`src/sv/frc_pkg.sv`:
```
package frc_pkg;

	// Request codes
	typedef enum logic [1:0] {
		REQ_FRAG  = 2'd0,
		REQ_READ  = 2'd1,
		REQ_CLEAR = 2'd2,
		REQ_NONE  = 2'd3
	} frc_req_e;

	// Result status codes
	typedef enum logic [2:0] {
		ST_OK       = 3'd0,
		ST_BAD_FRAG = 3'd1,
		ST_BAD_LEN  = 3'd2,
		ST_BAD_MAG  = 3'd3,
		ST_BAD_CRC  = 3'd4
	} frc_status_e;

	localparam int          ENV_BYTES   = 8;
	localparam int          HDR_BYTES   = 14;
	localparam int          CRC_BYTES   = 2;
	localparam int          MIN_FRAME   = HDR_BYTES + CRC_BYTES;
	localparam int          CRC_SKIP    = 4;
	localparam logic [15:0] FRAME_MAGIC = 16'hB17E;
	localparam logic [15:0] CRC_INIT    = 16'hFFFF;
	localparam logic [15:0] CRC_POLY    = 16'h1021;
	localparam logic [15:0] CRC_MSB     = 16'h8000;
	localparam logic [16:0] CNT_MAX     = 17'h1FFFF;

	typedef struct packed {
		logic [1:0]  req_type;
		logic [7:0]  data_byte;
		logic        last_byte;
		logic [10:0] read_index;
	} frc_req_t;

	typedef struct packed {
		logic [2:0]  status;
		logic        complete;
		logic [10:0] frm_len;
		logic [7:0]  ver_major;
		logic [7:0]  ver_minor;
		logic [7:0]  msg_kind;
		logic [7:0]  flag_bits;
		logic [15:0] frame_sequence;
		logic [31:0] time_ms;
		logic [10:0] pay_len;
		logic [7:0]  read_data;
	} frc_rsp_t;

	// Result on its way to the output register
	typedef struct packed {
		frc_rsp_t res;
		logic     is_read;
		logic     rd_oor;
	} frc_stage_t;

	// CRC-16/CCITT-FALSE, one byte
	function automatic logic [15:0] crc_feed(input logic [15:0] crc, input logic [7:0] b);
		logic [15:0] r;
		r = crc ^ {b, 8'h00};
		for (int i = 0; i < 8; i++) begin
			if ((r & CRC_MSB) != 16'h0000)
				r = (r << 1) ^ CRC_POLY;
			else
				r = r << 1;
		end
		return r;
	endfunction

endpackage

```
`src/sv/frc_result_stage.sv`:
```
module frc_result_stage import frc_pkg::*; (
	input  logic       clk,
	input  logic       arst_n,
	input  logic       push,
	input  frc_stage_t push_data,
	output logic       ready,
	input  logic [7:0] ram_rdata,
	output logic       rsp_valid,
	input  logic       rsp_ready,
	output frc_rsp_t   rsp
);

	logic       s1_valid_s1;
	frc_stage_t data_s1;
	logic       adv;
	frc_rsp_t   res_s1;

	assign adv   = !rsp_valid || rsp_ready;
	assign ready = !s1_valid_s1 || adv;

	// Store byte arrives in the cycle after the read was issued
	always_comb begin
		res_s1 = data_s1.res;
		if (data_s1.is_read && !data_s1.rd_oor)
			res_s1.read_data = ram_rdata;
	end

	always_ff @(posedge clk or negedge arst_n) begin
		if (!arst_n) begin
			s1_valid_s1 <= 1'b0;
			rsp_valid   <= 1'b0;
		end else begin
			if (adv)
				rsp_valid <= s1_valid_s1;
			if (ready)
				s1_valid_s1 <= push;
		end
	end

	always_ff @(posedge clk) begin
		if (adv && s1_valid_s1)
			rsp <= res_s1;
		if (ready && push)
			data_s1 <= push_data;
	end

endmodule

```
`config.mk`:
```
export PLATFORM = sky130hd
export DESIGN_NAME = frc_result_stage
export DESIGN_NICKNAME = d
export VERILOG_FILES = /design/src/sv/frc_pkg.sv /design/src/sv/frc_result_stage.sv
export SDC_FILE = /design/constraint.sdc
export NUM_CORES = 1
export LEC_CHECK = 0
export BUFFER_PORTS_ARGS = -buffer_cell sky130_fd_sc_hd__buf_2
export CORE_MARGIN = 2
export CORE_UTILIZATION = 44
export DETAILED_ROUTE_END_ITERATION = 6
export GPL_ROUTABILITY_DRIVEN = 0
export MAX_ROUTING_LAYER = met4
export PLACE_DENSITY = 0.74
export RECOVER_POWER = 25
export SLEW_MARGIN = 30
export SYNTH_ARGS = -nofsm -noshare
export SYNTH_HDL_FRONTEND = slang
export SYNTH_SLANG_ARGS = --single-unit
```
`constraint.sdc`:
```
create_clock -name clk -period 3.3 [get_ports clk]
set_input_delay 0.165 -clock clk [delete_from_list [all_inputs] [get_ports clk]]
set_output_delay 0.165 -clock clk [all_outputs]
set_load 0.05 [all_outputs]
```
# == Yosys cells after proc, flatten, opt, wreduce, memory -nomap -nowiden ==
# Index checks and enable logic that the tools add are counted.
# Widths: inputs -> output; s select.
# totals
output_inout_bits,116
rom_bits,0
latchBits,0
mem_count,0
ff_bits,232
inputBits,128
ram_bits,0
# classes
bitwise,0
magnitude_cmp,0
eq_ne,0
muxes,1
reduce_logical,8
n_div,0
n_shift,0
n_addsub,0
n_mul,0
# ops
operator,count
$mux 8,1
$logic_and 1x1->1,3
$logic_not 1->1,3
$logic_or 1x1->1,2

# == Longest topological paths before layout ==
# Gate-level depths: netlist of run 1.
# logic_depth
ltp_word,4
depth_mapped,3
ltp_nobuf,2

# == Worst setup path before layout of run 1 ==
# Ideal clock, no wire load.
# synth_timing
path_type,register -> register
start,register rsp_valid
end,"register data_s1[0] (netlist name), enable pin"
setup_slack_ns,-1.053
path_buffers,0
synth_period_minus_slack_ns,4.353
stages_incl_launch_ff,3
arrival_ns,3.865
cell_sequence,dfrtp_1 -> nand3b_1 -> and2_1
# synth_via
elab_chain_len,4
# synth_lines
item,line,source
"start, declared",frc_result_stage.sv:8,"output logic rsp_valid,"
"start signal, assigned",frc_result_stage.sv:34,rsp_valid <= s1_valid_s1;
$logic_not 1->1,frc_result_stage.sv:18,assign adv = !rsp_valid || rsp_ready;
$logic_or 1x1->1,frc_result_stage.sv:18,
$logic_or 1x1->1,frc_result_stage.sv:19,assign ready = !s1_valid_s1 || adv;
via ready,frc_result_stage.sv:6,"output logic ready,"
$logic_and 1x1->1,frc_result_stage.sv:43,if (ready && push)
"end signal, assigned",frc_result_stage.sv:44,data_s1 <= push_data;
"end, declared",frc_result_stage.sv:14,frc_stage_t data_s1;
# The timed path passes the listed nets, and every way through them passes these cells.
# A chain may end at the register's enable or synchronous reset.

# == Worst setup path after layout of run 1 ==
# layout_timing
start,register rsp_valid
end,"register data_s1[107] (netlist name), enable pin"
# layout_via
elab_chain_len,4
# layout_lines
item,line
$logic_not 1->1,frc_result_stage.sv:18
$logic_or 1x1->1,frc_result_stage.sv:18
$logic_or 1x1->1,frc_result_stage.sv:19
$logic_and 1x1->1,frc_result_stage.sv:43
# Every way passes these cells.

==> flow_metrics.tcl, run 1 <==
set metrics [dict create \
    port_buffers 243 \
    ys_warn_count 0 \
    layout.nets 773 \
    fin_ws_ps 1360 \
    drive_gt1_share_pct 42.0 \
    hold_ws_ps 373 \
    worst-path-buf-inv 1 \
    grt_pass1_vias 4142 \
    firstDrtPassIters 4 \
    cpPeakStageDelay_ps 580 \
    min_to "data_s1[25]$_DFFE_PP_" \
    overflow 0 \
    core-area_sq_um 15900 \
    slowest_stage "and2_4" \
    clock.fmax_mhz 515 \
    hold_buffers 128 \
    ir_drop_mv 0.501 \
    reg2reg_from "rsp_valid$_DFFE_PN0P_" \
    grt_start_max_net_pins 70 \
    vias 3847 \
    antenna_found_initial 2 \
    hold_viol 0 \
    ys_seq_area_share_pct 97.4 \
    fin_crit_sh_pct 58.8 \
    min-delay-start "push_data[25]" \
    cp.required_ps 3450 \
    drt_iter0_drc 174 \
    cts_resized 0 \
    drv_cap 0 \
    worst_slew_pin_slew_ps 643 \
    die_w_microns 131 \
    worstSetupPathDepth 3 \
    drv_slew 0 \
    cp-start-kind "register" \
    final_util_pct 67.2 \
    drt_wl_total_microns 14000 \
    synthCells 248 \
    period_minus_slack_ps 1940 \
    start_util_pct 45.0 \
    fin_tns_setup_ps 0 \
    finalSetupViolCount 0 \
    viasPerCell 4.37 \
    dpl.hpwl_microns 8330 \
    clkSlewWorstSetupHoldPaths_ps 60 \
    p_leak_nw 4.15 \
    ios 244 \
    syn_to_final_growth_pct 49.4 \
    root_buffer "clkbuf_16" \
    post-cts-setup-buffer-count 0 \
    worst_clock_skew_ps 11.6 \
    synth_cell_types 8 \
    grtUsageTotal_pct 16.6 \
    die_area_sq_um 17300 \
    avgSynthCellArea_sq_um 28.8 \
    clock_sinks 232 \
    crit_path_max_fanout 69 \
    fp.dieH_microns 131 \
    slew-limit-headroom_pct 57.1 \
    grt_pass1_wl_microns 21700 \
    reg2regPathDepth 3 \
    drt_drc_violations_left 0 \
    num_rows 46 \
    cts_tree "built" \
    crit_family "simple AND/OR/NAND/NOR gates" \
    hold_path_depth 2 \
    cellPowerDensity_nw_per_um2 641 \
    endpoint_kind "register" \
    drtAntennaViolNets 0 \
    grt_setup_unrepaired "no" \
    worstPathArrival_ps 2090 \
    cts-buffers-inserted 23 \
    cts_buffer_depth 3 \
    rrSetupSlack_ps 1360 \
    path_cells "nand3b_1 -> and2_4 -> buf_12" \
    syn_area_sq_um 7140 \
    wl_per_cell_microns 15.9 \
    ys_ff_latch 232 \
    syn-num-nets 376 \
    h-tree-depth 1 \
    outcome "completed" \
    pre_cts_slack_ps 1390 \
    clk_latency_ps 500 \
    worstReg2RegEnd "data_s1[107]$_DFFE_PP_" \
    worstSetupPathType "reg2reg" \
    hp-class "in2reg" \
]
## state kept, by name, summed over array words and instances, names as in the netlist
| name | flops |
|---|---|
| data_s1 | 116 |
| rsp | 114 |
| rsp_valid | 1 |
| s1_valid_s1 | 1 |
## cell usage after synthesis (all sizes together)
cell type | n | area (sq um)
edfxtp | 230 | 6910
buf | 1 | 11.3
and2 | 2 | 12.5
nand2b | 4 | 32.5
nand3b | 1 | 7.51
dfrtp | 2 | 50.1
mux2 | 8 | 120
## report_power, final
| part | switching (mW) | internal, mW | leakage (nW) |
|---|---|---|---|
| clock network | 1.04 | 1.45 | 0.348 |
| registers | 0.0531 | 3.49 | 2.23 |
| logic | 0.556 | 0.242 | 1.57 |
| total | 1.65 | 5.19 | 4.15 |
## stage by stage
step                power (mW)  area, sq um  cells
floorplan                 4.07         7140    248
global placement          4.27         8660    708
detailed placement        4.29         8660    708
CTS                       6.89        10700    878
global route              7.07        10700    880
finish                    6.84        10700    880
## placed cells by master, fill, tap and decap left out, drive strengths merged
| cell type | netlist | layout |
|---|---|---|
| and2 | 2 | 2 |
| buf | 1 | 229 |
| bufinv | 0 | 2 |
| clkbuf | 0 | 41 |
| clkinv | 0 | 7 |
| clkinvlp | 0 | 5 |
| dfrtp | 2 | 2 |
| diode | 0 | 2 |
| dlygate4sd3 | 0 | 128 |
| edfxtp | 230 | 230 |
| inv | 0 | 3 |
| mux2 | 8 | 8 |
| nand2b | 4 | 4 |
| nand3b | 1 | 1 |
## final cells by class
cell class / count / area [sq um]
Clock inverter: 17 / 156
Sequential cell: 232 / 6960
Multi-Input combinational cell: 15 / 178
Timing Repair Buffer: 373 / 2520
Tap cell: 216 / 270
Clock buffer: 25 / 583
Fill cell: 1037 / 5220
Antenna cell: 2 / 5.00
## kinds of logic after synthesis
kind of cell           after synthesis  share of synthesized area [%]
DFF                                232                           97.4
and+or+nand+nor                      7                          0.736
buffers and inverters                1                          0.158
muxes                                8                           1.68
## worst max-delay path by stage
stage,startpoint,endpoint,slack [ps]
floorplan,rsp_valid$_DFFE_PN0P_,data_s1[0]$_DFFE_PP_,200
global placement,rsp_valid$_DFFE_PN0P_,data_s1[62]$_DFFE_PP_,1460
detailed placement,rsp_valid$_DFFE_PN0P_,data_s1[46]$_DFFE_PP_,1390
CTS,rsp_valid$_DFFE_PN0P_,data_s1[19]$_DFFE_PP_,1370
global route,s1_valid_s1$_DFFE_PN0P_,data_s1[62]$_DFFE_PP_,1220
finish,rsp_valid$_DFFE_PN0P_,data_s1[107]$_DFFE_PP_,1360
## layer usage
layer | vias up | share of wire [%] | GRT usage (%)
li1 | 1806 | - | -
met1 | 1803 | 36 | 18.2
met2 | 201 | 53 | 29.2
met3 | 37 | 7.8 | 4.36
met4 | 0 | 2.9 | 5.92
met5 | - | 0 | -
Note: power is estimated with default switching activity, not from simulation.
==> run 2: changes to the inputs <==
- CORE_UTILIZATION: 44 -> 49
- PLACE_DENSITY: 0.74 -> 0.78
- clock period: 3.3 -> 1.8 ns (I/O delays scaled with it)
==> flow_metrics.tcl, run 2 (synthesis gave the netlist of run 1 again) <==
set metrics [dict create \
    clk_latency_ps 490 \
    clkSlewWorstSetupHoldPaths_ps 60 \
    post-cts-setup-buffer-count 0 \
    syn_to_final_growth_pct 49.1 \
    slew-limit-headroom_pct 74.6 \
    period_minus_slack_ps 1470 \
    grt_pass1_wl_microns 21800 \
    grtUsageTotal_pct 18.8 \
    dpl.hpwl_microns 8520 \
    drt_iter0_drc 246 \
    drt_drc_violations_left 0 \
    firstDrtPassIters 4 \
    fin_ws_ps 326 \
    cp-start-kind "register" \
    core-area_sq_um 14400 \
    final_util_pct 74.1 \
    h-tree-depth 1 \
    finalSetupViolCount 0 \
    largest_register "data_s1" \
    drtAntennaViolNets 0 \
    overflow 0 \
    hold_path_depth 2 \
    worst_slew_pin_slew_ps 381 \
    start_util_pct 49.7 \
    worstPathArrival_ps 1640 \
    drt_wl_total_microns 14500 \
    hp-class "in2reg" \
    hold_viol 0 \
    hold_ws_ps 304 \
    cts-buffers-inserted 23 \
    final_common_cell "buf_2" \
    worstReg2RegEnd "data_s1[44]$_DFFE_PP_" \
    largest_registers "data_s1 x116, rsp x114" \
    fin_crit_sh_pct 81.9 \
    post_dp_cell_area_sq_um 8690 \
    largest_reg_flops 116 \
    reg2reg_from "rsp_valid$_DFFE_PN0P_" \
    clock_sinks 232 \
    final_cell_mix "233 x buf_2, 230 x edfxtp_1, 129 x dlygate4sd3_1" \
    fp.dieH_microns 125 \
    grt_setup_unrepaired "no" \
    num_rows 44 \
    cp.required_ps 1970 \
    die_area_sq_um 15600 \
    fin_tns_setup_ps 0 \
    design_area_sq_um 10600 \
    hold_buffers 129 \
    drive_gt1_share_pct 41.9 \
    cellPowerDensity_nw_per_um2 1150 \
    ios 244 \
    pre_cts_slack_ps 356 \
    vias 3863 \
    drv_slew 0 \
    port_buffers 243 \
    min-delay-start "push_data[40]" \
    ir_drop_mv 1.02 \
    rrSetupSlack_ps 330 \
    diodes 0 \
    wl_per_cell_microns 17.1 \
    root_buffer "clkbuf_16" \
    viasPerCell 4.54 \
    layout.nets 778 \
    min_to "data_s1[40]$_DFFE_PP_" \
    drv_cap 0 \
    endpoint_kind "register" \
    clock.fmax_mhz 679 \
    outcome "completed" \
    cts_buffer_depth 3 \
    die_w_microns 125 \
    grt_start_max_net_pins 70 \
    cts_tree "built" \
    worstSetupPathType "reg2reg" \
    antenna_found_initial 0 \
    worst_clock_skew_ps 16.0 \
    crit_path_max_fanout 38 \
    p_leak_nw 4.17 \
    grt_pass1_vias 4130 \
    reg2regPathDepth 3 \
    cts_resized 0 \
]
[run 2: cell types whose count changed in the layout (fill, tap and decap cells not counted), sizes merged]
cell / previous run / this run
diode: 2 / 0
clkbuf: 41 / 37
buf: 229 / 239
clkinvlp: 5 / 1
inv: 3 / 1
dlygate4sd3: 128 / 129
clkinv: 7 / 11
bufinv: 2 / 1
[run 2: power by group]
part	internal (mW)	total, mW	switching (mW)
combinational	0.472	1.50	1.03
sequential	6.40	6.51	0.101
clock	2.48	4.29	1.81
total	9.35	12.3	2.94
[run 2: worst max-delay path by stage]
stage,startpoint,to,depth (start not counted)
floorplan,rsp_valid$_DFFE_PN0P_,data_s1[0]$_DFFE_PP_,2
global placement,rsp_valid$_DFFE_PN0P_,data_s1[38]$_DFFE_PP_,3
detailed placement,rsp_valid$_DFFE_PN0P_,data_s1[63]$_DFFE_PP_,3
CTS,rsp_valid$_DFFE_PN0P_,data_s1[32]$_DFFE_PP_,3
global route,s1_valid_s1$_DFFE_PN0P_,data_s1[44]$_DFFE_PP_,3
finish,rsp_valid$_DFFE_PN0P_,data_s1[44]$_DFFE_PP_,3
[run 2: critical path, stage by stage, from the launching register on]
cell and delay [ps]:
dfrtp_2 400, nand3b_1 130, and2_4 330, buf_12 270
[run 2: area by class of cell]
class                   instances  area [sq um]
clock buffers                  27           591
flip-flops and latches        232          6960
well taps                     184           230
clock inverters                14          90.1
repair buffers                378          2600
multi-input cells              15           178
fillers                       828          3720
[run 2: per-stage QoR]
stage	std cells	power (mW)
after floorplan	248	7.46
after global placement	680	7.85
after detailed placement	680	7.89
after CTS	850	12.4
after global routing	850	12.7
final	850	12.3
[run 2: per-layer routing]
layer  global-route usage, %  vias to the layer above  wire length, microns
li1                        -                     1816                     -
met1                    21.9                     1819                  5430
met2                    32.5                      195                  7610
met3                    4.68                       33                  1140
met4                    5.35                        0                   345
met5                       -                        -                     0
==> run 3: changes to the inputs <==
- clock period: 1.8 -> 1.49 ns (I/O delays scaled with it)
==> flow_metrics.tcl, run 3 (synthesis gave the netlist of run 1 again) <==
set metrics [dict create \
    worstSetupPathType "reg2out" \
    firstDrtPassIters 4 \
    antenna_found_initial 0 \
    viasPerCell 4.58 \
    h-tree-depth 1 \
    clock.fmax_mhz 710 \
    overflow 0 \
    num-fill-cells 819 \
    hold_viol 0 \
    cts-buffers-inserted 23 \
    largest_reg_flops 116 \
    grt_start_max_net_pins 50 \
    drt_drc_violations_left 0 \
    diodes 0 \
    clkSlewWorstSetupHoldPaths_ps 60 \
    fp.dieH_microns 125 \
    die_w_microns 125 \
    multi_input_area_sq_um 178 \
    grt_pass1_vias 4288 \
    layout.nets 780 \
    final_util_pct 74.1 \
    clk_latency_ps 480 \
    grt_setup_unrepaired "no" \
    die_area_sq_um 15600 \
    cts_buffer_depth 3 \
    cellPowerDensity_nw_per_um2 1400 \
    power_mw 14.9 \
    p_leak_nw 4.15 \
    crit_path_max_fanout 3 \
    largest_registers "data_s1 x116, rsp x114" \
    drtAntennaViolNets 0 \
    port_buffers 243 \
    drt_iter0_drc 271 \
    outcome "completed" \
    hold_ws_ps 303 \
    clock_sinks 232 \
    worstPathArrival_ps 1330 \
    largest_register "data_s1" \
    vias 3874 \
    slew-limit-headroom_pct 80.9 \
    root_buffer "clkbuf_16" \
    finalSetupViolCount 0 \
    cp-start-kind "register" \
    num_rows 44 \
    cts_tree "built" \
    cts_resized 0 \
    worst_slew_pin_slew_ps 288 \
    drive_gt1_share_pct 40.5 \
    drt_wl_total_microns 14700 \
    fin_crit_sh_pct 94.6 \
    final_common_cell "edfxtp_1" \
    final_cell_mix "230 x edfxtp_1, 218 x buf_2, 129 x dlygate4sd3_1" \
    grtUsageTotal_pct 19.5 \
    dpl.hpwl_microns 8540 \
    syn_to_final_growth_pct 49.1 \
    drv_slew 0 \
    regArea_sq_um 6960 \
    drv_cap 0 \
    wl_per_cell_microns 17.4 \
    worst_clock_skew_ps 15.8 \
    hp-class "in2reg" \
    core-area_sq_um 14400 \
    period_minus_slack_ps 1410 \
    ios 244 \
    post-cts-setup-buffer-count 0 \
    ir_drop_mv 0.982 \
    cp.required_ps 1420 \
    grt_pass1_wl_microns 22700 \
    start_util_pct 49.7 \
    endpoint_kind "primary output" \
]
run 3: changes by cell type in the layout (fill, tap and decap cells not counted), sizes merged:
cell and change:
inv -1, clkinv -3, clkinvlp -1, bufinv +1, buf -13, clkbuf +13
run 3: area by class of cell:
cell class | count | share of cell area [%]
Sequential cell | 232 | 65.4
Timing Repair Buffer | 380 | 24.5
Clock buffer | 25 | 5.48
Tap cell | 184 | 2.16
Multi-Input combinational cell | 15 | 1.67
Clock inverter | 10 | 0.870
run 3: path summary, 6_finish.rpt:
check	from	to	slack, ps	depth (start not counted)
max in group asynchronous	arst_n	rsp_valid$_DFFE_PN0P_	900	3
min in group asynchronous	arst_n	s1_valid_s1$_DFFE_PN0P_	460	3
max reg2reg	rsp_valid$_DFFE_PN0P_	data_s1[63]$_DFFE_PP_	90	3
min reg2reg	data_s1[100]$_DFFE_PP_	rsp[98]$_DFFE_PP_	410	0
min	push_data[60]	data_s1[60]$_DFFE_PP_	300	2
max	rsp_valid$_DFFE_PN0P_	ready	80	2
run 3: repair_timing:
action / 4_1_cts / 5_1_grt
endpoints found under the hold margin: 128 / 0
hold buffers: 129 / 0
endpoints found under the setup margin: 0 / 0
run 3: metrics by stage:
| stage | setup WS (ps) | instances | area, sq um | TNS, ps |
|---|---|---|---|---|
| 6_report | 80.6 | 846 | 10600 | 0 |
| 5_1_grt | 1.97 | 846 | 10600 | 0 |
| 4_1_cts | 105 | 846 | 10700 | 0 |
| 3_5_place_dp | 143 | 682 | 8700 | 0 |
| 3_3_place_gp | 171 | 682 | 8700 | 0 |
| 2_1_floorplan | -889 | 248 | 7150 | -149890 |
run 3: power by group:
part	internal, mW	switching [mW]	leakage, nW
combinational	0.573	1.25	1.59
clock	3.12	2.09	0.331
sequential	7.74	0.118	2.23
run 3: critical path, stage by stage (launching register included):
cell      delay, ps
dfrtp_2         410
nand3b_1        150
buf_2           290
run 3: routing by layer:
metal / share of wire (%) / GRT usage [%] / wire, microns
met1: 37 / 22.4 / 5400
met2: 54 / 34.7 / 7910
met3: 8.1 / 5.03 / 1190
met4: 1.6 / 4.30 / 229
met5: 0 / - / 0
